File: config.mk
export PLATFORM = sky130hd
export DESIGN_NAME = psm_divider
export DESIGN_NICKNAME = d
export VERILOG_FILES = /design/src/design/psm_pkg.sv /design/src/design/psm_divider.sv
export SDC_FILE = /design/constraint.sdc
export NUM_CORES = 1
export LEC_CHECK = 0
export CELL_PAD_IN_SITES_DETAIL_PLACEMENT = 0
export CELL_PAD_IN_SITES_GLOBAL_PLACEMENT = 1
export CORE_UTILIZATION = 50
export DETAILED_ROUTE_END_ITERATION = 12
export DONT_BUFFER_PORTS = 1
export GPL_ROUTABILITY_DRIVEN = 0
export HOLD_SLACK_MARGIN = 0.08
export PLACE_DENSITY_LB_ADDON = 0.1
export REMOVE_ABC_BUFFERS = 1
export SKIP_LAST_GASP = 1
export SLEW_MARGIN = 10
export SYNTH_ARGS = -nofsm -noshare
export SYNTH_HDL_FRONTEND = slang
export SYNTH_SLANG_ARGS = --single-unit
File: constraint.sdc
create_clock -name aclk -period 11.5 [get_ports aclk]
set_input_delay 2.3 -clock aclk [delete_from_list [all_inputs] [get_ports aclk]]
set_output_delay 2.3 -clock aclk [all_outputs]
set_load 0.02 [all_outputs]
File: src/design/psm_pkg.sv
package psm_pkg;

    typedef enum logic [2:0] {
        OP_LIT = 3'd0,
        OP_OPR = 3'd1,
        OP_LOD = 3'd2,
        OP_STO = 3'd3,
        OP_CAL = 3'd4,
        OP_INT = 3'd5,
        OP_JMP = 3'd6,
        OP_JPC = 3'd7
    } opcode_t;

    localparam logic [15:0] OPR_RET = 16'd0;
    localparam logic [15:0] OPR_NEG = 16'd1;
    localparam logic [15:0] OPR_ADD = 16'd2;
    localparam logic [15:0] OPR_SUB = 16'd3;
    localparam logic [15:0] OPR_MUL = 16'd4;
    localparam logic [15:0] OPR_DIV = 16'd5;
    localparam logic [15:0] OPR_ODD = 16'd6;
    localparam logic [15:0] OPR_EQL = 16'd7;
    localparam logic [15:0] OPR_NEQ = 16'd8;
    localparam logic [15:0] OPR_LSS = 16'd9;
    localparam logic [15:0] OPR_GEQ = 16'd10;
    localparam logic [15:0] OPR_GTR = 16'd11;
    localparam logic [15:0] OPR_LEQ = 16'd12;

    localparam logic [1:0] FAULT_NONE  = 2'd0;
    localparam logic [1:0] FAULT_DIV0  = 2'd1;
    localparam logic [1:0] FAULT_RANGE = 2'd2;

    // divider request and response
    typedef struct packed {
        logic start;
    } div_ctl_t;

    typedef struct packed {
        logic busy;
        logic done;
    } div_sts_t;

endpackage

File: src/design/psm_divider.sv
module psm_divider
    import psm_pkg::*;
#(
    parameter int WORD_WIDTH = 32
) (
    input  logic                  aclk,
    input  logic                  aresetn,
    input  div_ctl_t              ctl,
    input  logic [WORD_WIDTH-1:0] dividend,
    input  logic [WORD_WIDTH-1:0] divisor,
    output div_sts_t              sts,
    output logic [WORD_WIDTH-1:0] quotient
);
    localparam int CW = $clog2(WORD_WIDTH + 1);

    logic [WORD_WIDTH-1:0] rem_reg, quo_reg, den_reg;
    logic                  neg_reg, busy_reg, done_reg;
    logic [CW-1:0]         cnt_reg;
    logic [WORD_WIDTH:0]   trial;

    // restoring divide, one quotient bit a cycle, on magnitudes
    assign trial = {rem_reg, quo_reg[WORD_WIDTH-1]} - {1'b0, den_reg};

    always_ff @(posedge aclk) begin
        if (!aresetn) begin
            busy_reg <= 1'b0;
            done_reg <= 1'b0;
            cnt_reg  <= '0;
        end else begin
            done_reg <= 1'b0;
            if (ctl.start) begin
                busy_reg <= 1'b1;
                cnt_reg  <= CW'(WORD_WIDTH);
                rem_reg  <= '0;
                quo_reg  <= dividend[WORD_WIDTH-1] ? (~dividend + 1'b1) : dividend;
                den_reg  <= divisor[WORD_WIDTH-1] ? (~divisor + 1'b1) : divisor;
                neg_reg  <= dividend[WORD_WIDTH-1] ^ divisor[WORD_WIDTH-1];
            end else if (busy_reg) begin
                if (trial[WORD_WIDTH]) begin
                    rem_reg <= {rem_reg[WORD_WIDTH-2:0], quo_reg[WORD_WIDTH-1]};
                    quo_reg <= {quo_reg[WORD_WIDTH-2:0], 1'b0};
                end else begin
                    rem_reg <= trial[WORD_WIDTH-1:0];
                    quo_reg <= {quo_reg[WORD_WIDTH-2:0], 1'b1};
                end
                cnt_reg <= cnt_reg - 1'b1;
                if (cnt_reg == CW'(1)) begin
                    busy_reg <= 1'b0;
                    done_reg <= 1'b1;
                end
            end
        end
    end

    assign quotient = neg_reg ? (~quo_reg + 1'b1) : quo_reg;
    assign sts.busy = busy_reg;
    assign sts.done = done_reg;

endmodule

Word-level counts from Yosys, hierarchy flattened
Cells that the tools add are included.
{ "op_classes": {"n_eq_ne": 1, "bitwise_logic": 6, "n_mux": 14, "n_addsub": 5, "n_reduce_logical": 5} }
{ "ops": {"columns": ["cell", "count"], "rows": [
  ["32-bit two-way mux", 6],
  ["32-bit by 1-bit adder with 32-bit output (second input constant)", 3],
  ["32-bit inverter", 3],
  ["33-bit by 32-bit subtractor with 33-bit output", 1],
  ["31-bit two-way mux", 1],
  ["6-bit two-way mux", 2],
  ["6-bit by 1-bit equality test with 1-bit output (second input constant)", 1],
  ["6-bit by 1-bit subtractor with 6-bit output (second input constant)", 1],
  ["1-bit two-way mux", 5],
  ["2-bit AND reduction", 2],
  ["3-bit OR reduction", 1],
  ["1-bit inverter", 2],
  ["2-bit nonzero test", 1],
  ["2-bit OR reduction", 1],
  ["1-bit bitwise XOR", 1]
]} }
{ "word_totals": {"ff_bits": 105, "out_inout_bits": 34, "inputBits": 67, "word_cells": 40} }

Longest topological paths before layout
Gate-level depths: netlist (run 1).
{ "logic_depth": {"word_depth": 4, "depth_mapped": 13, "mapped_depth_nobuf": 12} }

Worst setup path before layout (run 1)
Ideal clock, no wire load.
{ "synth_path": {"path_type": "input-to-reg", "from": "input divisor[9]", "to": "register den_reg[29] (data pin)", "setup_ns": 0.263, "path_buffers": 0, "t_arrival_ns": 4.982, "path_stages": 8, "required_time_ns": 11.237, "path_slack_ns": 6.255, "cell_sequence": "or4_4 -> or2_1 -> or3_1 -> or3_1 -> or4_1 -> or4_4 -> o41ai_2 -> xnor2_1"} }
{ "synth_via": {"elab_chain_cells": 3} }
{ "synth_lines": {"columns": ["element", "line_no", "source"], "rows": [
  ["start: declaration", "psm_divider.sv:10", "input logic [WORD_WIDTH-1:0] divisor,"],
  ["32-bit inverter", "psm_divider.sv:36", "den_reg <= divisor[WORD_WIDTH-1] ? (~divisor + 1'b1) : divisor;"],
  ["32-bit by 1-bit adder with 32-bit output", "psm_divider.sv:36", null],
  ["31-bit two-way mux", "psm_divider.sv:36", null],
  ["end signal: assignment", "psm_divider.sv:36", null],
  ["end: declaration", "psm_divider.sv:16", "logic [WORD_WIDTH-1:0] rem_reg, quo_reg, den_reg;"]
]} }
Every way passes these cells.
A chain may end at the register's enable or synchronous reset.

Worst setup path after layout (run 1)
{ "layout_path": {"from": "register quo_reg[4]", "to": "output quotient[30]"} }
{ "layout_via": {"elab_chain_cells": 3} }
{ "layout_lines": {"columns": ["element", "line_no", "source"], "rows": [
  ["start: declaration", "psm_divider.sv:16", null],
  ["start signal: assignment", "psm_divider.sv:35", "quo_reg <= dividend[WORD_WIDTH-1] ? (~dividend + 1'b1) : dividend;"],
  ["start signal: assignment", "psm_divider.sv:41", "quo_reg <= {quo_reg[WORD_WIDTH-2:0], 1'b0};"],
  ["start signal: assignment", "psm_divider.sv:44", "quo_reg <= {quo_reg[WORD_WIDTH-2:0], 1'b1};"],
  ["32-bit inverter", "psm_divider.sv:55", "assign quotient = neg_reg ? (~quo_reg + 1'b1) : quo_reg;"],
  ["32-bit by 1-bit adder with 32-bit output", "psm_divider.sv:55", null],
  ["32-bit two-way mux", "psm_divider.sv:55", null],
  ["end: declaration", "psm_divider.sv:12", "output logic [WORD_WIDTH-1:0] quotient"]
]} }
Every way passes these cells.

==> results by group, run 1 <==
Run status
  • Status: complete, no violations

Worst setup path
  • Worst R2R Path Depth: 13
  • CP Cell Sequence: or3_1 -> or4_1 -> nand2b_1 -> nand2b_1 -> or4_1 -> o21ai_0 -> nand2_1 -> xnor2_1
  • WP data required: 9.20 ns
  • Path length in cells of the critical path: 8
  • Crit end category: output port
  • Max stage delay on crit path: 0.57 ns
  • Bufs and invs on worst path: 0
  • Setup CP Type: register to output port
  • Critical Path AT: 3.60 ns
  • CP max FO: 4
  • Critical path's top delay family: simple AND/OR/NAND/NOR gates
  • Critical Path Source Type: register
  • Slowest cell on the critical path: or4_1

Run
  • Max-cap violations: 0

Synthesis
  • Ys Warns: 0
  • Combinational family with the most area after synthesis: compound AO/OA/AOI/OAI gates
  • Area share of the largest cell type after synthesis: 0.371
  • Post-synthesis compound-gate area fraction: 0.172
  • Top cells by area, synth: edfxtp_1, xnor2_1, ha_1
  • Post-synth EDFFs: 97
  • Synth Register Bits: about 110
  • Xor and xnor area share after synthesis: 0.127
  • Number of distinct library cells after synthesis: 57
  • Syn_area_per_cell: slightly above 9 um^2
  • Post-synthesis sequential area ratio: 0.391
  • Ys flop type: edfxtp_1
  • Cell area after synthesis: 0.00786 mm^2
  • Ys async rst share: 0
  • Cell taking the most area after synthesis: edfxtp_1
  • Post-synthesis mux area share: 0.0457
  • Adder-cell share of the synthesized area: 0.0615
  • Simple-gate share of the synthesized area: 0.160
  • Synth Instances: 850

Clock tree
  • Root Buffer: clkbuf_16
  • Clock slew seen by the registers of the worst setup and hold paths: 0.06 ns
  • Insertion delay to the later sink of the worst-skew pair: 0.35 ns
  • CTS tree: built
  • CTS buffer count: 9
  • Hold_buf cts: 0
  • H-tree levels: 3
  • Setup bufs post-CTS: 0
  • Gates resized, CTS repair: 0
  • Clk sink count: 105
  • Clock tree buffer depth: 2

Timing
  • Setup WS post-layout: 5.60 ns
  • Final TNS setup: 0 ns
  • Final worst-path cycle share: 0.513
  • Tightest Pin Transition: around 0.87 ns
  • RSZ-0062 raised after global routing: no
  • Hold Violations, Final: 0
  • Slew Viols, Final: 0
  • Fin Hold WS: between 0.5 and 0.6 ns
  • Min Clock Period, post-route: 5.90 ns
  • Setup-failing EPs final: 0
  • Max_slew headroom: 0.417
  • FMAX: about 170 MHz
  • Final Skew: 0.00500 ns

GRT
  • GRT Util Overall: 0.224
  • Antenna violations before repair: 0
  • First-pass GRT wire length: around 29 mm
  • Vias in the first global route: 5974
  • Maximum number of pins on one net before global-route repair: 96
  • Grt total ovfl: 0

Power and ir drop
  • P per Cell Area: 135 mW/mm^2
  • VDD IR max: 0.0000725 V
  • Leakage: 0.00315 uW

Min path
  • Hold Path Class: register to register
  • Hold depth: 2

Final layout
  • Commonest non-fill, non-tap cell in the layout: edfxtp_1
  • Antenna Cells: 0
  • Layout cells sized above 1: 0.0452
  • Fillers: 1388
  • Area Growth Syn to Fin: 5.59%
  • NumNets Final: 940
  • Register Area: 0.00307 mm^2
  • Layout Utilization: 0.544
  • Final std cells w/o fill: approximately 1100
  • Most frequent cells in the layout: edfxtp_1, nor2_1, xnor2_1
  • Area of the multi-input gates: between 0.004 and 0.005 mm^2

Placement
  • Pre-CTS setup slack: about 6.0 ns
  • IO buf count: 0
  • Cells after DPL: 1035
  • Detailed placement HPWL: 13.0 mm

Drt
  • DR vias: ~6000
  • Routed WL: 17.4 mm
  • Post-DRT Antenna Nets: 0
  • First-pass DRT Iterations: 4
  • DRT iter0 DRCs: 372
  • # DRC: 0
  • Routed len/inst: about 17 um
  • Vias/cell: 5.69

Floorplanning
  • Initial Util: 0.515
  • Die width: about 130 um
  • Die area: 0.0162 mm^2
  • FP Rows: 45
  • Ports: 101
  • Core ar.: ~0.015 mm^2
  • Die height: ~130 um
[power by group]
| group | leakage (uW) | total [uW] | internal, uW | switching (uW) |
|---|---|---|---|---|
| registers | 0.000989 | 487 | 463 | 24.3 |
| clock network | 0.000130 | 289 | 153 | 136 |
| logic | 0.00203 | 343 | 143 | 200 |
[final cells by class]
cell class,count,area share
Clock buffer,13,0.0302
Clock inverter,3,0.00211
Inverter,57,0.0258
Multi-Input combinational cell,658,0.536
Sequential cell,105,0.370
Tap cell,211,0.0318
Timing Repair Buffer,4,0.00362
[stage by stage]
step                power [uW]  instance area [um^2]
floorplan                  773                  7730
global placement           829                  8030
detailed placement         838                  8030
CTS                       1130                  8300
global route              1190                  8300
finish                    1120                  8300
[tightest hold or removal path, stage by stage, from the launching register on]
cell	delay (ns)
dfxtp_1	0.33
nand2b_1	0.07
a21oi_1	0.06
[path summary, 6_finish.rpt]
| path | startpoint | to | slack, ns |
|---|---|---|---|
| setup / recovery | quo_reg[4]$_DFFE_PP_ | quotient[30] | 5.60 |
| hold / removal | cnt_reg[0]$_SDFFE_PP0P_ | cnt_reg[0]$_SDFFE_PP0P_ | 0.51 |
| setup reg to reg | quo_reg[31]$_DFFE_PP_ | rem_reg[16]$_SDFFCE_PP0P_ | 7.59 |
| hold reg to reg | cnt_reg[0]$_SDFFE_PP0P_ | cnt_reg[0]$_SDFFE_PP0P_ | 0.51 |
[cells by family (layout without fill, tap and decap cells)]
group / after synthesis / in the layout
flip-flops: 105 / 105
multiplexers: 35 / 35
AO/OA/AOI/OAI: 213 / 213
AND/OR/NAND/NOR: 258 / 258
adder cells (fa/ha/maj): 38 / 38
XOR/XNOR: 114 / 114
buffers and inverters: 87 / 77
[Yosys cell counts, types with 8 or more instances]
cell type	number
edfxtp_1	97
nor2_1	81
xnor2_1	79
a21oi_1	70
nand2_1	63
inv_1	57
o21ai_0	44
ha_1	37
xor2_1	35
mux2i_1	28
clkbuf_1	24
o31ai_1	24
nand3_1	15
nor3_1	15
a21o_1	14
nand2b_1	13
or3_1	12
o41ai_1	10
and3_1	9
or4_1	9
dfxtp_1	8
nor2b_1	8
o21a_1	8
[per-layer routing]
metal	global-route usage	routed length [um]	up-vias
li1	-	-	3040
met1	0.285	7880	2797
met2	0.372	8140	126
met3	0.0532	1060	18
met4	0.0791	265	0
met5	0	0	-
(Power assumes the default switching activity.)
==> run 2, diff against run 1 <==
==> constraint.sdc (replaced) <==
create_clock -name aclk -period 5.6 [get_ports aclk]
set_input_delay 1.12 -clock aclk [delete_from_list [all_inputs] [get_ports aclk]]
set_output_delay 1.12 -clock aclk [all_outputs]
set_load 0.02 [all_outputs]
==> results by group, run 2 (synthesis results as in run 1) <==
Worst setup path
  • WP data required: 4.48 ns (-4.72 ns)
  • Crit end category: output port
  • R2r startpoint: quo_reg[31]$_DFFE_PP_
  • Slowest cell on the critical path: or4_1
  • Critical Path AT: 3.53 ns (-0.07 ns)
  • CP Cell Sequence: or3_1 -> or4_1 -> nand2b_1 -> nand2b_1 -> or4_1 -> o21ai_0 -> nand2_1 -> xnor2_1
  • CP max FO: 4 (unchanged)
  • Critical Path Source Type: register
  • Max stage delay on crit path: 0.57 ns (about the same)
  • Setup CP Type: register to output port
  • Crit path from: quo_reg[4]$_DFFE_PP_

Clock tree
  • H-tree levels: 3 (unchanged)
  • CTS tree: built
  • Hold_buf cts: 0 (unchanged)
  • Gates resized, CTS repair: 0 (unchanged)
  • Clock tree buffer depth: 2 (unchanged)
  • Root Buffer: clkbuf_16
  • CTS buffer count: 9 (unchanged)
  • Setup bufs post-CTS: 0 (unchanged)
  • Clk sink count: 105 (unchanged)
  • Insertion delay to the later sink of the worst-skew pair: 0.35 ns (about the same)
  • Clock slew seen by the registers of the worst setup and hold paths: 0.07 ns (about the same)

Min path
  • Hold Path Class: register to register
  • HP Start: cnt_reg[1]$_SDFFE_PP0P_

Timing
  • Max_slew headroom: 0.408 (-0.00954)
  • Fin Hold WS: 0.516 ns (+0.0101 ns)
  • Hold Violations, Final: 0 (unchanged)
  • Final worst-path cycle share: 0.830
  • Final TNS setup: 0 ns (unchanged)
  • Min Clock Period, post-route: 4.65 ns
  • RSZ-0062 raised after global routing: no
  • FMAX: between 200 and 250 MHz
  • Slew Viols, Final: 0 (unchanged)
  • Setup WS post-layout: 0.949 ns (-4.65 ns)
  • Setup-failing EPs final: 0 (unchanged)
  • Final Skew: 0.00632 ns (+0.00132 ns)
  • Tightest Pin Transition: 0.888 ns (+0.0143 ns)

Placement
  • IO buf count: 0 (unchanged)
  • Cells after DPL: 1035 (unchanged)
  • Pre-CTS setup slack: 1.30 ns (-4.66 ns)
  • Detailed placement HPWL: 12.8 mm (-1.8%)

Power and ir drop
  • P per Cell Area: 278 mW/mm^2 (+110%)
  • Pwr Total: 2310 uW (+110%)
  • VDD IR max: 0.000148 V (+100%)
  • Leakage: 0.00316 uW (+0.16%)

Drt
  • First-pass DRT Iterations: 5 (+1)
  • # DRC: 0 (unchanged)
  • DRT iter0 DRCs: 330 (-11%)
  • Vias/cell: 5.76 (+1.2%)
  • Routed WL: 17.1 mm (-1.7%)
  • Routed len/inst: 16.2 um (-1.7%)
  • Post-DRT Antenna Nets: 0 (unchanged)
  • DR vias: 6055 (+1.2%)

GRT
  • First-pass GRT wire length: 28.6 mm (-0.74%)
  • Grt total ovfl: 0 (unchanged)
  • GRT Util Overall: 0.221 (-0.00322)
  • Maximum number of pins on one net before global-route repair: 96 (unchanged)
  • Antenna violations before repair: 0 (unchanged)
  • Vias in the first global route: 5958 (-0.27%)

Final layout
  • Area Growth Syn to Fin: 5.70%
  • Final std cells w/o fill: 1051 (unchanged)
  • Commonest non-fill, non-tap cell in the layout: edfxtp_1
  • Most frequent cells in the layout: edfxtp_1, nor2_1, xnor2_1
  • NumNets Final: 940 (unchanged)
  • Fillers: 1378 (-0.72%)
  • Antenna Cells: 0 (unchanged)
  • Layout cells sized above 1: 0.0440 (-0.00119)

Floorplanning
  • Core ar.: 0.0153 mm^2 (unchanged)
  • Ports: 101 (unchanged)
  • Die width: 127 um (unchanged)
  • Initial Util: 0.515 (unchanged)
  • Die height: 127 um (unchanged)
  • FP Rows: 45 (unchanged)
  • Die area: 0.0162 mm^2 (unchanged)

Run
  • Max-cap violations: 0 (unchanged)

Run status
  • Status: complete, no violations
==> run 2: final cells by class <==
type                            instances  area [um^2]  area share
Timing Repair Buffer                    4         30.0     0.00362
Sequential cell                       105         3070       0.370
Clock buffer                           14          264      0.0318
Inverter                               57          214      0.0258
Multi-Input combinational cell        658         4450       0.536
Clock inverter                          2         12.5     0.00151
Tap cell                              211          264      0.0318
==> run 2: metrics by stage <==
step	instance area (um^2)	utilization
detailed placement	8030	0.526
CTS	8310	0.544
floorplan	7730	-
global route	8310	0.544
finish	8310	0.544
global placement	8030	0.526
==> run 2: critical path: cells and delay by family (launching register included) <==
kind | cells | cell delay, ns
xor gates and xnor gates | 1 | 0.41
and+or+nand+nor | 6 | 2.03
DFF | 1 | 0.44
AOI/OAI and AO/OA | 1 | 0.31
==> run 2: metal layers <==
metal	routed length (um)	up-vias	track usage	part of all wire
met4	247	0	0.0728	0.014
met3	1060	17	0.0561	0.062
met2	7960	130	0.364	0.47
met1	7800	2858	0.283	0.46
li1	-	3050	-	-
met5	0	-	0	0
==> run 2: worst paths after layout <==
path / endpoint / slack, ns / depth (start not counted)
hold reg to reg: cnt_reg[1]$_SDFFE_PP0P_ / 0.52 / 2
hold / removal: cnt_reg[1]$_SDFFE_PP0P_ / 0.52 / 2
setup reg to reg: rem_reg[16]$_SDFFCE_PP0P_ / 1.77 / 13
setup / recovery: quotient[30] / 0.95 / 8
==> run 2: where the power goes <==
part	total, uW	internal, uW	switching, uW
Clock	603	326	277
Sequential	1000	950	49.9
Combinational	704	294	410
==> run 3, diff against run 2 <==
==> constraint.sdc (replaced) <==
create_clock -name aclk -period 4.8 [get_ports aclk]
set_input_delay 0.96 -clock aclk [delete_from_list [all_inputs] [get_ports aclk]]
set_output_delay 0.96 -clock aclk [all_outputs]
set_load 0.02 [all_outputs]
==> results by group, run 3 (synthesis results as in run 1) <==
Timing
  • Final TNS setup: 0 ns (unchanged)
  • Tightest Pin Transition: 1.01 ns (+0.118 ns)
  • Final Skew: 0.00792 ns (+0.00160 ns)
  • Min Clock Period, post-route: 4.53 ns
  • Setup-failing EPs final: 0 (unchanged)
  • Slew Viols, Final: 0 (unchanged)
  • Setup WS post-layout: 0.267 ns (-0.682 ns)
  • Final worst-path cycle share: 0.944
  • Max_slew headroom: 0.329 (-0.0789)
  • Hold Violations, Final: 0 (unchanged)
  • RSZ-0062 raised after global routing: no
  • FMAX: 221 MHz

Floorplanning
  • Die area: 0.0162 mm^2 (unchanged)
  • Ports: 101 (unchanged)
  • Die height: 127 um (unchanged)
  • FP Rows: 45 (unchanged)
  • Die width: 127 um (unchanged)
  • Initial Util: 0.515 (unchanged)
  • Core ar.: 0.0153 mm^2 (unchanged)

Worst setup path
  • Max stage delay on crit path: 0.58 ns (about the same)
  • Slowest cell on the critical path: or4_1
  • Worst R2R Path Depth: 13 (unchanged)
  • CP max FO: 4 (unchanged)
  • Crit end category: output port
  • Bufs and invs on worst path: 0 (unchanged)
  • Critical path's top delay family: simple AND/OR/NAND/NOR gates
  • WP data required: 3.84 ns (-0.64 ns)
  • Path length in cells of the critical path: 8 (unchanged)
  • Setup CP Type: register to output port
  • Critical Path Source Type: register
  • CP Cell Sequence: or3_1 -> or4_1 -> nand2b_1 -> nand2b_1 -> or4_1 -> o21ai_0 -> nand2_1 -> xnor2_1
  • Critical Path AT: 3.57 ns (+0.04 ns)

Final layout
  • NumNets Final: 941 (+0.11%)
  • Final std cells w/o fill: 1052 (+0.095%)
  • Antenna Cells: 0 (unchanged)
  • Area Growth Syn to Fin: 5.70% (unchanged)
  • Layout cells sized above 1: 0.0452 (+0.00114)
  • Register Area: 0.00307 mm^2 (unchanged)
  • Most frequent cells in the layout: edfxtp_1, nor2_1, xnor2_1
  • Fillers: 1376 (-0.15%)
  • Commonest non-fill, non-tap cell in the layout: edfxtp_1
  • Area of the multi-input gates: 0.00445 mm^2 (unchanged)

Clock tree
  • Setup bufs post-CTS: 0 (unchanged)
  • Clock tree buffer depth: 2 (unchanged)
  • Root Buffer: clkbuf_16
  • Gates resized, CTS repair: 0 (unchanged)
  • CTS buffer count: 9 (unchanged)
  • Insertion delay to the later sink of the worst-skew pair: 0.35 ns (about the same)
  • Clock slew seen by the registers of the worst setup and hold paths: 0.07 ns (about the same)
  • CTS tree: built
  • Hold_buf cts: 0 (unchanged)
  • H-tree levels: 3 (unchanged)
  • Clk sink count: 105 (unchanged)

Power and ir drop
  • Pwr Total: 2690 uW (+17%)
  • Leakage: 0.00315 uW (-0.21%)
  • P per Cell Area: 324 mW/mm^2 (+17%)
  • VDD IR max: 0.000194 V (+31%)

GRT
  • Antenna violations before repair: 0 (unchanged)
  • Grt total ovfl: 0 (unchanged)
  • Maximum number of pins on one net before global-route repair: 96 (unchanged)
  • GRT Util Overall: 0.217 (-0.00348)
  • Vias in the first global route: 5793 (-2.8%)
  • First-pass GRT wire length: 27.9 mm (-2.4%)

Drt
  • DR vias: 6036 (-0.31%)
  • First-pass DRT Iterations: 8 (+3)
  • # DRC: 0 (unchanged)
  • Vias/cell: 5.74 (-0.41%)
  • Post-DRT Antenna Nets: 0 (unchanged)
  • Routed WL: 17.3 mm (+1.3%)
  • Routed len/inst: 16.4 um (+1.3%)
  • DRT iter0 DRCs: 398 (+21%)

Min path
  • Hold Path Class: register to register
  • Hold depth: 2 (unchanged)

Placement
  • Pre-CTS setup slack: 0.645 ns (-0.658 ns)
  • Detailed placement HPWL: 12.8 mm (+0.17%)
  • IO buf count: 0 (unchanged)
  • Cells after DPL: 1036 (+0.097%)

Run status
  • Status: complete, no violations

Run
  • Max-cap violations: 0 (unchanged)
## run 3: changes by cell type in the layout (fill, tap and decap cells not counted), sizes merged
cell	previous run	this run
buf	4	5
clkinvlp	0	2
clkinv	2	0
## run 3: worst paths after layout
check / from / end / slack, ns
max: quo_reg[4]$_DFFE_PP_ / quotient[30] / 0.27
min: cnt_reg[1]$_SDFFE_PP0P_ / cnt_reg[1]$_SDFFE_PP0P_ / 0.50
max reg2reg: quo_reg[31]$_DFFE_PP_ / rem_reg[16]$_SDFFCE_PP0P_ / 1.09
min reg2reg: cnt_reg[1]$_SDFFE_PP0P_ / cnt_reg[1]$_SDFFE_PP0P_ / 0.50
## run 3: where the power goes
group          switching (uW)  leakage, uW  internal [uW]
clock                     333     0.000123            368
combinational             482      0.00204            345
sequential               57.3     0.000989           1110
total                     873      0.00315           1820
## run 3: per-stage QoR
| step | hold slack (ns) | area (um^2) | utilization |
|---|---|---|---|
| 6_report | 0.500 | 8310 | 0.544 |
| 5_1_grt | 0.526 | 8310 | 0.544 |
| 4_1_cts | 0.499 | 8310 | 0.544 |
| 3_5_place_dp | 0.490 | 8040 | 0.527 |
| 3_3_place_gp | 0.481 | 8040 | 0.527 |
| 2_1_floorplan | 0.468 | 7730 | - |
## run 3: area by class of cell
| class | instances | share of cell area |
|---|---|---|
| clock inverter | 2 | 0.00181 |
| multi-input combinational | 658 | 0.536 |
| tap | 211 | 0.0318 |
| clock buffer | 14 | 0.0306 |
| sequential | 105 | 0.370 |
| timing repair buffer | 5 | 0.00452 |
| inverter | 57 | 0.0258 |
## run 3: tightest hold or removal path: stages (launching register included)
cell	delay, ns
dfxtp_1	0.33
nor2_1	0.08
a211oi_1	0.05
## run 3: routing by layer
metal  vias up  routed length (um)  global-route usage
li1       3043                   -                   -
met1      2826                7910               0.280
met2       146                7950               0.350
met3        21                1150              0.0595
met4         0                 293              0.0770
met5         -                   0                   0
